## src/rtl/core/bcdc_pkg.sv

```systemverilog
// shared types and constants of the bcd time-of-day clock
// no dependencies; imported by every module of the block
package bcdc_pkg;

    // command codes
    localparam logic [1:0] CMD_TICK   = 2'd0;
    localparam logic [1:0] CMD_BUTTON = 2'd1;
    localparam logic [1:0] CMD_ADD    = 2'd2;
    localparam logic [1:0] CMD_SUB    = 2'd3;

    // configuration register indexes
    localparam logic [1:0] CFG_MS_PER_SECOND  = 2'd0;
    localparam logic [1:0] CFG_SYNC_INTERVAL  = 2'd1;
    localparam logic [1:0] CFG_LONG_PRESS     = 2'd2;
    localparam logic [1:0] CFG_SHORT_PRESS    = 2'd3;

    localparam int CFG_DATA_W = 20;

    // configuration reset values
    localparam logic [15:0] MS_PER_SECOND_RST  = 16'd1000;
    localparam logic [19:0] SYNC_INTERVAL_RST  = 20'd900000;
    localparam logic [7:0]  LONG_PRESS_RST     = 8'd100;
    localparam logic [7:0]  SHORT_PRESS_RST    = 8'd5;

    // digit positions
    localparam logic [2:0] POS_HOURS_TENS   = 3'd0;
    localparam logic [2:0] POS_HOURS_UNITS  = 3'd1;
    localparam logic [2:0] POS_MIN_TENS     = 3'd2;
    localparam logic [2:0] POS_MIN_UNITS    = 3'd3;
    localparam logic [2:0] POS_SEC_TENS     = 3'd4;
    localparam logic [2:0] POS_SEC_UNITS    = 3'd5;
    localparam logic [2:0] POS_RESET        = POS_SEC_TENS;

    localparam logic [7:0] HELD_MAX = 8'd255;

    typedef struct packed {
        logic [1:0] command;
        logic       button_level;
    } t_in_item;

    typedef struct packed {
        logic [1:0] hours_tens;
        logic [3:0] hours_units;
        logic [2:0] minutes_tens;
        logic [3:0] minutes_units;
        logic [2:0] seconds_tens;
        logic [3:0] seconds_units;
        logic       setup_active;
        logic [2:0] selected_position;
        logic       sync_request;
    } t_out_item;

    typedef struct packed {
        logic [15:0] ms_per_second;
        logic [19:0] sync_interval_ms;
        logic [7:0]  long_press_samples;
        logic [7:0]  short_press_min;
    } t_cfg;

    typedef struct packed {
        logic [1:0]  hours_tens;
        logic [3:0]  hours_units;
        logic [2:0]  minutes_tens;
        logic [3:0]  minutes_units;
        logic [2:0]  seconds_tens;
        logic [3:0]  seconds_units;
        logic [15:0] tick_count;
        logic [19:0] sync_count;
        logic        in_setup;
        logic [2:0]  edit_position;
        logic [7:0]  held_samples;
        logic        awaiting_release;
    } t_state;

endpackage

```

## src/rtl/core/bcdc_cfg_regs.sv

```systemverilog
// configuration registers of the bcd time-of-day clock
// depends on bcdc_pkg
module bcdc_cfg_regs (
    input  logic                          i_clk,
    input  logic                          i_rst_n,
    input  logic                          i_cfg_we,
    input  logic [1:0]                    i_cfg_index,
    input  logic [bcdc_pkg::CFG_DATA_W-1:0] i_cfg_data,
    output bcdc_pkg::t_cfg                o_cfg
);
    import bcdc_pkg::*;

    t_cfg r_cfg;

    always_ff @(posedge i_clk) begin
        if (!i_rst_n) begin
            r_cfg.ms_per_second      <= MS_PER_SECOND_RST;
            r_cfg.sync_interval_ms   <= SYNC_INTERVAL_RST;
            r_cfg.long_press_samples <= LONG_PRESS_RST;
            r_cfg.short_press_min    <= SHORT_PRESS_RST;
        end else if (i_cfg_we) begin
            case (i_cfg_index)
                CFG_MS_PER_SECOND: r_cfg.ms_per_second      <= i_cfg_data[15:0];
                CFG_SYNC_INTERVAL: r_cfg.sync_interval_ms   <= i_cfg_data[19:0];
                CFG_LONG_PRESS:    r_cfg.long_press_samples <= i_cfg_data[7:0];
                CFG_SHORT_PRESS:   r_cfg.short_press_min    <= i_cfg_data[7:0];
                default: ;
            endcase
        end
    end

    assign o_cfg = r_cfg;

endmodule

```

## src/rtl/core/bcdc_step.sv

```systemverilog
// next-state and result logic for one item of the bcd time-of-day clock
// depends on bcdc_pkg; purely combinational
module bcdc_step (
    input  bcdc_pkg::t_state    i_state,
    input  bcdc_pkg::t_cfg      i_cfg,
    input  bcdc_pkg::t_in_item  i_item,
    output bcdc_pkg::t_state    o_next,
    output bcdc_pkg::t_out_item o_result
);
    import bcdc_pkg::*;

    t_state      n_st;
    logic        pulse;
    logic [16:0] tick_inc;
    logic [20:0] sync_inc;
    logic        sec_adv;
    // seconds cascade
    logic        c_su, c_st, c_mu, c_mt;
    logic [3:0]  a_hu;
    logic [2:0]  a_ht;
    logic        hours_wrap;
    // digit edit
    logic [3:0]  cur_digit, lim, new_digit;
    logic [7:0]  held_inc;

    // seconds advance with carries, computed from the current digits
    always_comb begin
        c_su = (i_state.seconds_units >= 4'd9);
        c_st = c_su && (i_state.seconds_tens >= 3'd5);
        c_mu = c_st && (i_state.minutes_units >= 4'd9);
        c_mt = c_mu && (i_state.minutes_tens >= 3'd5);
        a_ht = {1'b0, i_state.hours_tens};
        a_hu = i_state.hours_units;
        if (c_mt) begin
            if (i_state.hours_units >= 4'd9) begin
                a_hu = 4'd0;
                a_ht = {1'b0, i_state.hours_tens} + 3'd1;
            end else begin
                a_hu = i_state.hours_units + 4'd1;
            end
        end
        hours_wrap = c_mt && ((a_ht > 3'd2) || ((a_ht == 3'd2) && (a_hu >= 4'd4)));
    end

    // selected digit and its limit
    always_comb begin
        case (i_state.edit_position)
            POS_HOURS_TENS:  begin cur_digit = {2'b00, i_state.hours_tens};   lim = 4'd2; end
            POS_HOURS_UNITS: begin cur_digit = i_state.hours_units;           lim = 4'd9; end
            POS_MIN_TENS:    begin cur_digit = {1'b0, i_state.minutes_tens};  lim = 4'd5; end
            POS_MIN_UNITS:   begin cur_digit = i_state.minutes_units;         lim = 4'd9; end
            POS_SEC_TENS:    begin cur_digit = {1'b0, i_state.seconds_tens};  lim = 4'd5; end
            POS_SEC_UNITS:   begin cur_digit = i_state.seconds_units;         lim = 4'd9; end
            default:         begin cur_digit = 4'd0;                          lim = 4'd0; end
        endcase
        if (i_item.command == CMD_ADD) begin
            new_digit = (cur_digit >= lim) ? 4'd0 : cur_digit + 4'd1;
        end else begin
            new_digit = (cur_digit == 4'd0) ? lim : cur_digit - 4'd1;
        end
    end

    always_comb begin
        n_st     = i_state;
        pulse    = 1'b0;
        sec_adv  = 1'b0;
        tick_inc = {1'b0, i_state.tick_count} + 17'd1;
        sync_inc = {1'b0, i_state.sync_count} + 21'd1;
        held_inc = (i_state.held_samples < HELD_MAX) ? i_state.held_samples + 8'd1
                                                     : i_state.held_samples;
        case (i_item.command)
            CMD_TICK: begin
                if (!i_state.in_setup) begin
                    if (tick_inc >= {1'b0, i_cfg.ms_per_second}) begin
                        n_st.tick_count = 16'd0;
                        sec_adv         = 1'b1;
                    end else begin
                        n_st.tick_count = tick_inc[15:0];
                    end
                    if (sync_inc >= {1'b0, i_cfg.sync_interval_ms}) begin
                        n_st.sync_count = 20'd0;
                        pulse           = 1'b1;
                    end else begin
                        n_st.sync_count = sync_inc[19:0];
                    end
                end
            end
            CMD_BUTTON: begin
                if (!i_state.in_setup) begin
                    if (i_item.button_level) begin
                        n_st.in_setup         = 1'b1;
                        n_st.edit_position    = POS_RESET;
                        n_st.held_samples     = 8'd0;
                        n_st.awaiting_release = 1'b0;
                        n_st.tick_count       = 16'd0;
                        n_st.sync_count       = 20'd0;
                    end
                end else if (i_state.awaiting_release) begin
                    if (!i_item.button_level) begin
                        n_st.in_setup         = 1'b0;
                        n_st.awaiting_release = 1'b0;
                        n_st.held_samples     = 8'd0;
                    end
                end else if (i_item.button_level) begin
                    n_st.held_samples = held_inc;
                    if (held_inc > i_cfg.long_press_samples) begin
                        n_st.awaiting_release = 1'b1;
                    end
                end else begin
                    // short press steps to the next position
                    if ((i_state.held_samples > i_cfg.short_press_min) &&
                        (i_state.held_samples < i_cfg.long_press_samples)) begin
                        n_st.edit_position = (i_state.edit_position >= POS_SEC_UNITS)
                                           ? POS_HOURS_TENS : i_state.edit_position + 3'd1;
                    end
                    n_st.held_samples = 8'd0;
                end
            end
            default: begin
                if (i_state.in_setup && !i_state.awaiting_release) begin
                    case (i_state.edit_position)
                        POS_HOURS_TENS:  n_st.hours_tens    = new_digit[1:0];
                        POS_HOURS_UNITS: n_st.hours_units   = new_digit;
                        POS_MIN_TENS:    n_st.minutes_tens  = new_digit[2:0];
                        POS_MIN_UNITS:   n_st.minutes_units = new_digit;
                        POS_SEC_TENS:    n_st.seconds_tens  = new_digit[2:0];
                        POS_SEC_UNITS:   n_st.seconds_units = new_digit;
                        default: ;
                    endcase
                end
            end
        endcase

        if (sec_adv) begin
            if (hours_wrap) begin
                n_st.hours_tens    = 2'd0;
                n_st.hours_units   = 4'd0;
                n_st.minutes_tens  = 3'd0;
                n_st.minutes_units = 4'd0;
                n_st.seconds_tens  = 3'd0;
                n_st.seconds_units = 4'd0;
            end else begin
                n_st.seconds_units = c_su ? 4'd0 : i_state.seconds_units + 4'd1;
                if (c_su) begin
                    n_st.seconds_tens = c_st ? 3'd0 : i_state.seconds_tens + 3'd1;
                end
                if (c_st) begin
                    n_st.minutes_units = c_mu ? 4'd0 : i_state.minutes_units + 4'd1;
                end
                if (c_mu) begin
                    n_st.minutes_tens = c_mt ? 3'd0 : i_state.minutes_tens + 3'd1;
                end
                if (c_mt) begin
                    n_st.hours_units = a_hu;
                    n_st.hours_tens  = a_ht[1:0];
                end
            end
        end
    end

    assign o_next = n_st;

    always_comb begin
        o_result.hours_tens        = n_st.hours_tens;
        o_result.hours_units       = n_st.hours_units;
        o_result.minutes_tens      = n_st.minutes_tens;
        o_result.minutes_units     = n_st.minutes_units;
        o_result.seconds_tens      = n_st.seconds_tens;
        o_result.seconds_units     = n_st.seconds_units;
        o_result.setup_active      = n_st.in_setup;
        o_result.selected_position = n_st.edit_position;
        o_result.sync_request      = pulse;
    end

endmodule

```

## src/rtl/core/bcd_time_of_day_clock_with_setting.sv

```systemverilog
// top level of the bcd time-of-day clock with button setting
// depends on bcdc_pkg, bcdc_cfg_regs and bcdc_step
//
// Keeps HH:MM:SS as six bcd digits and answers every item with exactly one
// result item carrying the time after that item, the setup flag, the edited
// position and a resync pulse. Command 0 is a millisecond tick (ignored in
// setup), 1 a set-button sample, 2 and 3 add to or subtract from the edited
// digit. The time wraps to 00:00:00 when a carry takes the hours to 24.
// Items pass an input and a result register, one item per clock unless the
// result side stalls. The whole update of the time, counters and button state
// is one combinational pass in bcdc_step feeding the state register, so
// consecutive items chain with no bubble. The input register keeps taking
// items while a result waits under stall, until both registers are full. The
// user writes configuration registers through the plain write port only while
// the block is idle, which it does not enforce; reset restores their defaults.
module bcd_time_of_day_clock_with_setting (
    input  logic                            i_clk,
    input  logic                            i_rst_n,
    // input channel
    input  logic                            i_in_valid,
    output logic                            o_in_stall,
    input  bcdc_pkg::t_in_item              i_in_item,
    // result channel
    output logic                            o_out_valid,
    input  logic                            i_out_stall,
    output bcdc_pkg::t_out_item             o_out_item,
    // configuration write port
    input  logic                            i_cfg_we,
    input  logic [1:0]                      i_cfg_index,
    input  logic [bcdc_pkg::CFG_DATA_W-1:0] i_cfg_data
);
    import bcdc_pkg::*;

    t_cfg      cfg;
    t_state    r_state;
    t_state    n_state;
    t_out_item n_result;

    logic      r_in_valid;
    t_in_item  r_in_item;
    logic      r_out_valid;
    t_out_item r_out_item;

    logic      out_load;   // result register can take a new item
    logic      advance;    // held item moves through the update
    logic      in_take;    // input register takes a new item

    bcdc_cfg_regs u_cfg (
        .i_clk       (i_clk),
        .i_rst_n     (i_rst_n),
        .i_cfg_we    (i_cfg_we),
        .i_cfg_index (i_cfg_index),
        .i_cfg_data  (i_cfg_data),
        .o_cfg       (cfg)
    );

    bcdc_step u_step (
        .i_state  (r_state),
        .i_cfg    (cfg),
        .i_item   (r_in_item),
        .o_next   (n_state),
        .o_result (n_result)
    );

    assign out_load   = !r_out_valid || !i_out_stall;
    assign advance    = r_in_valid && out_load;
    assign in_take    = i_in_valid && !o_in_stall;
    // input side stalls only when the held item cannot move on
    assign o_in_stall = r_in_valid && !out_load;

    always_ff @(posedge i_clk) begin
        if (!i_rst_n) begin
            r_in_valid  <= 1'b0;
            r_out_valid <= 1'b0;
            r_state     <= '{hours_tens: 2'd0, hours_units: 4'd0,
                            minutes_tens: 3'd0, minutes_units: 4'd0,
                            seconds_tens: 3'd0, seconds_units: 4'd0,
                            tick_count: 16'd0, sync_count: 20'd0,
                            in_setup: 1'b0, edit_position: POS_RESET,
                            held_samples: 8'd0, awaiting_release: 1'b0};
        end else begin
            if (in_take) begin
                r_in_valid <= 1'b1;
            end else if (advance) begin
                r_in_valid <= 1'b0;
            end
            if (out_load) begin
                r_out_valid <= r_in_valid;
            end
            // state commits together with the result of the item
            if (advance) begin
                r_state <= n_state;
            end
        end
    end

    // payload registers
    always_ff @(posedge i_clk) begin
        if (in_take) begin
            r_in_item <= i_in_item;
        end
        if (advance) begin
            r_out_item <= n_result;
        end
    end

    assign o_out_valid = r_out_valid;
    assign o_out_item  = r_out_item;

endmodule

```

## config.mk

```make
export PLATFORM = sky130hd
export DESIGN_NAME = bcd_time_of_day_clock_with_setting
export DESIGN_NICKNAME = d
export VERILOG_FILES = /design/src/rtl/core/bcdc_pkg.sv /design/src/rtl/core/bcdc_cfg_regs.sv /design/src/rtl/core/bcdc_step.sv /design/src/rtl/core/bcd_time_of_day_clock_with_setting.sv
export SDC_FILE = /design/constraint.sdc
export NUM_CORES = 1
export LEC_CHECK = 0
export ABC_AREA = 1
export BUFFER_PORTS_ARGS = -buffer_cell sky130_fd_sc_hd__buf_2
export CAP_MARGIN = 20
export CORE_MARGIN = 2
export CORE_UTILIZATION = 63
export DETAILED_ROUTE_END_ITERATION = 8
export PLACE_DENSITY = 0.79
export SETUP_SLACK_MARGIN = 0.4
export SLEW_MARGIN = 20
export SYNTH_ARGS = -nofsm -noshare
export SYNTH_HDL_FRONTEND = slang
export SYNTH_HIERARCHICAL = 1
export SYNTH_SLANG_ARGS = --single-unit
```

## constraint.sdc

```tcl
create_clock -name i_clk -period 4.2 [get_ports i_clk]
set_input_delay 0.21 -clock i_clk [delete_from_list [all_inputs] [get_ports i_clk]]
set_output_delay 0.21 -clock i_clk [all_outputs]
set_load 0.01 [all_outputs]
```

Yosys cells after proc, flatten, opt, wreduce, memory -nomap -nowiden
Cells that the tools add are included.

$add $sub $neg: 12. Order comparisons: 15. Equal/unequal tests: 15. Multiplexer cells: 53. Bitwise gates (word level): 1. Reduce and logical (&&, ||, !) cells: 35.

Operator list (number): $mux W20 (5); $mux W36 (2); $pmux W36 S2 (1); $mux W49 (1); $mux W4 (11); $mux W3 (12); $mux W13 (2); $pmux W4 S6 (1); $add A20 B1 Y21 const B (1); $ge A21 B20 Y1 (1); $mux W9 (2); $add A16 B1 Y17 const B (1); $ge A17 B16 Y1 (1); $add A4 B1 Y4 const B (4); $gt A8 B8 Y1 (2); $mux W16 (1); $mux W8 (2); $ge A4 B4 Y1 const B (3); $pmux W4 S3 (1); $logic_and A1 B1 Y1 (10); $mux W1 (10); $add A3 B1 Y3 const B (3); $eq A3 B2 Y1 const B (3); $ge A3 B3 Y1 const B (3); 29 further kinds (48).

Register bits after elaboration: 151. Bits of input ports: 30. Output and inout port bits: 27. Word-level logic and storage cells: 160.

Logic depth before layout (Yosys ltp)
Depth in word-level cells: 12. Mapped depth: 26. Mapped depth without buffers: 26.

Cells and area by module
The synthesis kept the hierarchy.

Modules (own cells, without submodules): bcdc_step (times used 1, cells an instance 1093, area an instance 5821.8 µm², seq. area each 0.0 µm²); bcd_time_of_day_clock_with_setting (times used 1, cells an instance 491, area an instance 4006.3 µm², seq. area each 2262.2 µm²); bcdc_cfg_regs (times used 1, cells an instance 297, area an instance 2083.2 µm², seq. area each 1041.0 µm²).

Worst setup path after synthesis
No wires, ideal clock.

Kind: register to register. From: register r_state[33] (netlist bit). To: register r_out_item (netlist bit o_out_item[22]) (data pin). Arrival time: 2.964 ns. Required time: 3.949 ns. Slack: 0.985 ns. Cell stages (with the launch flop): 18. Cells stage by stage: dfxtp_1 -> ha_1 -> nand3_2 -> nor2_4 -> nand2_1 -> nor2_1 -> nand4_1 -> xor2_1 -> inv_1 -> ha_1 -> nand4_1 -> nor4_1 -> nand2_1 -> nand3_4 -> nand3_1 -> nand2_1 -> o21ai_0 -> buf_4.

RTL lines: start: declaration (RTL line bcd_time_of_day_clock_with_setting.sv:35) `t_state r_state;`; start signal: assignment (RTL line bcd_time_of_day_clock_with_setting.sv:75) `r_state <= '{hours_tens: 2'd0, hours_units: 4'd0,`; start signal: assignment (RTL line bcd_time_of_day_clock_with_setting.sv:92) `r_state <= n_state;`; end signal: assignment (RTL line bcd_time_of_day_clock_with_setting.sv:103) `r_out_item <= n_result;`; end: declaration (RTL line bcd_time_of_day_clock_with_setting.sv:42) `t_out_item r_out_item;`.

==> metrics <==
vias per cell roughly 5.5; Max VDD drop about 300 uV; r2r endpoint r_state[51]; Pleak roughly 6.5 nW; area grow syn2layout 7.22%; CTS tree built; Cells after Synth 1881; Min-Delay Path Depth 3; Chip Width 142 um; Yosys cell types 45; Residual DRC 0; core area 18600 um2; WL per Instance ~15 um; Hold WC Path Type in -> reg; Std-Cell Rows 50; critical path peak fanout 6; Worst Reg-to-Reg Cells 22; Slew Limit Fails 0; Vias 11700; Syn Nets ~2000; largest net degree at the start of global routing 92; async set or reset register ratio after synthesis 0%; RSZ-0062 raised after global routing false; delay-heaviest family, CP simple AND/OR/NAND/NOR gates; CP Launch Type register; Power Dens Cells 328 nW/um2; fill cell count 1679; hold slack 0.00846 ns; diode count 0; critical path, cell by cell inv_1, ha_1, inv_1, nor2_1, inv_1, nor2_1, nor2_2, inv_1, ha_1, a21oi_1, nand3_1, nor2_1, nand2_1, nand2_1, nand2_1, o21ai_0, nand2_1, o21ai_1, inv_1, nand3_1, nand2_1, nor2_1; Post-synth EDFFs 28; Max Root-Sink Buffers 2; Layout Nets 1991; Die H 142 um; initial core utilization 63.9%; Top Usage Layer GRT met2; TritonRoute pass-1 iters 7; clock network fraction of design power a little under two fifths; antenna-violating nets left 0; clock sinks 151; crit share post-route 82.9%; Reg2Reg Launch Point r_state[10]; routing usage on met1 a little under two fifths; switching pwr 1.48 mW; global-route wire length before repair 51100 um; Slew Limit Headroom around 29%; met3 usage under 10%; fin util between 60% and 70%; clock skew 0.0143 ns; Bufs and invs on worst path 5; routability cong. 0.981; # port buffers 56; Max stage delay cell, worst path dfxtp_1; hold wc startpoint i_cfg_data[9]; min Tclk post-route ~3.5 ns; commonest cells after routing, fill and taps aside nand2_1 (493), inv_1 (271), nor2_1 (219); register area share after synthesis approximately 28%; Post-Syn Area between 10000 and 15000 um2; Max-Cap Viols 0; initial drt markers 1069; CP Class reg -> reg; combinational share of power between 20% and 30%; GR Util All Layers 31.4%; clock slew at reported path FFs roughly 0.07 ns; Main synth FF type dfxtp_1; Final HPWL DP ~22000 um; Overflow after GRT 0; Clock Latency Late Sink ~0.45 ns; Required @ worst endpoint roughly 4.6 ns; Sw Ratio 35.3%; number of buffers created by CTS 17; # IOs 57; Final setup viols 0; setup TNS 0 ns; synthesized area per cell 6.33 um2; Die ar. 20000 um2; routing usage on met2 53.9%; crit end category register; outcome finished clean; Max stage delay on crit path ~0.36 ns; Synth Register Bits 151; reg2reg setup slack 0.72 ns; vias in the first global route 10700; Final Hold Fails 0; f_max approximately 290 MHz; H-tree levels 4; layout cells sized above 1 under 10%; Worst-Margin Slew 1.06 ns; most common cell after layout, fill and taps aside nand2_1; Ys Warns 6; Worst EP arrival between 3 and 4 ns; CTS Root Cell clkbuf_16; Internal 2.71 mW; antenna violations before repair 0; sequential share of power 40.0%; Min-Delay Endpoint u_cfg/o_cfg[25]; final wirelength 30800 um
-- power groups by stage --
stage          clock network, mW  logic [mW]  registers (mW)
2_1_floorplan                  0       0.718            1.68
4_1_cts                     1.62       0.887            1.67
5_1_grt                     1.69        1.04            1.69
3_5_place_dp                   0       0.872            1.71
6_report                    1.61       0.910            1.68
3_3_place_gp                   0       0.848            1.70
-- through the flow --
step / setup slack (ns) / cells / power (mW) / cell area, um2
finish: 0.717 / 2121 / 4.19 / 12800
global route: 0.382 / 2121 / 4.42 / 12800
CTS: 0.449 / 2119 / 4.18 / 12700
detailed placement: 0.461 / 2075 / 2.58 / 11900
global placement: 0.636 / 2075 / 2.55 / 11900
floorplan: 0.985 / 1881 / 2.39 / 11900
-- tightest hold or removal path, cell delays in order --
cell,delay [ns]
buf_2,0.11
nand2_1,0.05
nand3_1,0.06
-- flip-flops by register name (all words and copies together), names as in the netlist --
signal,flops
r_in_valid,1
r_in_item,3
o_out_item,25
o_out_valid,1
r_state,69
u_cfg/o_cfg,52
-- timing repair --
item                                    4_1_cts  5_1_grt
hold endpoints to repair                     12        0
hold buffers                                 12        0
setup buffers                                 0        1
gates resized for setup                       0       20
endpoints found under the setup margin        0       69
-- routing by layer --
layer  share of wire (%)  vias up
met5                   0        -
met4                 4.1        0
met3                 6.3       92
met2                  47      442
met1                  42     5206
li1                    -     5937
-- Yosys cell counts (5+ instances only) --
| cell type | number | area share, % |
|---|---|---|
| a21oi_1 | 132 | 5.5 |
| buf_6 | 11 | 1.0 |
| o21ai_1 | 8 | 0.34 |
| nand3_1 | 212 | 8.9 |
| nor2_1 | 219 | 6.9 |
| xor2_1 | 35 | 2.6 |
| buf_2 | 24 | 1.0 |
| nor3_1 | 10 | 0.42 |
| buf_1 | 6 | 0.19 |
| nand2_1 | 494 | 16 |
| dfxtp_1 | 123 | 21 |
| a22oi_1 | 6 | 0.38 |
| o22ai_1 | 7 | 0.37 |
| nand4_1 | 29 | 1.5 |
| ha_1 | 87 | 9.1 |
| inv_1 | 273 | 8.6 |
| clkbuf_1 | 25 | 0.79 |
| o21ai_2 | 10 | 0.74 |
| nand3_2 | 6 | 0.50 |
| edfxtp_1 | 28 | 7.1 |
| xnor2_1 | 8 | 0.59 |
| buf_4 | 39 | 2.5 |
| o21ai_0 | 42 | 1.8 |
| inv_2 | 6 | 0.19 |
| nand3b_1 | 5 | 0.32 |
-- layout make-up --
type	count	area [um2]	share of cell area [%]
clock buffer	17	425	3.33
tap	234	293	2.29
inverter	280	1060	8.29
timing repair buffer	80	517	4.05
sequential	151	3320	26.0
multi-input combinational	1344	6970	54.5
clock inverter	15	196	1.54
-- worst max-delay path by stage --
| stage | start | endpoint | slack (ns) | cells past startpoint |
|---|---|---|---|---|
| 2_1_floorplan | r_state[33] | o_out_item[22] | 0.98 | 17 |
| 3_3_place_gp | r_state[33] | r_state[66] | 0.64 | 19 |
| 3_5_place_dp | r_state[33] | r_state[68] | 0.46 | 19 |
| 4_1_cts | r_state[33] | r_state[63] | 0.45 | 21 |
| 5_1_grt | r_state[41] | r_state[65] | 0.38 | 20 |
| 6_report | r_state[10] | r_state[51] | 0.72 | 22 |
-- cell families after synthesis --
family          after synthesis  share of synthesized area, %
fa+ha+maj                    87                          9.14
simple gates                997                          35.7
xor+xnor                     43                          3.16
flops                       151                          27.7
buf+inv                     386                          14.3
compound gates              217                          9.87
(Power assumes the default switching activity.)
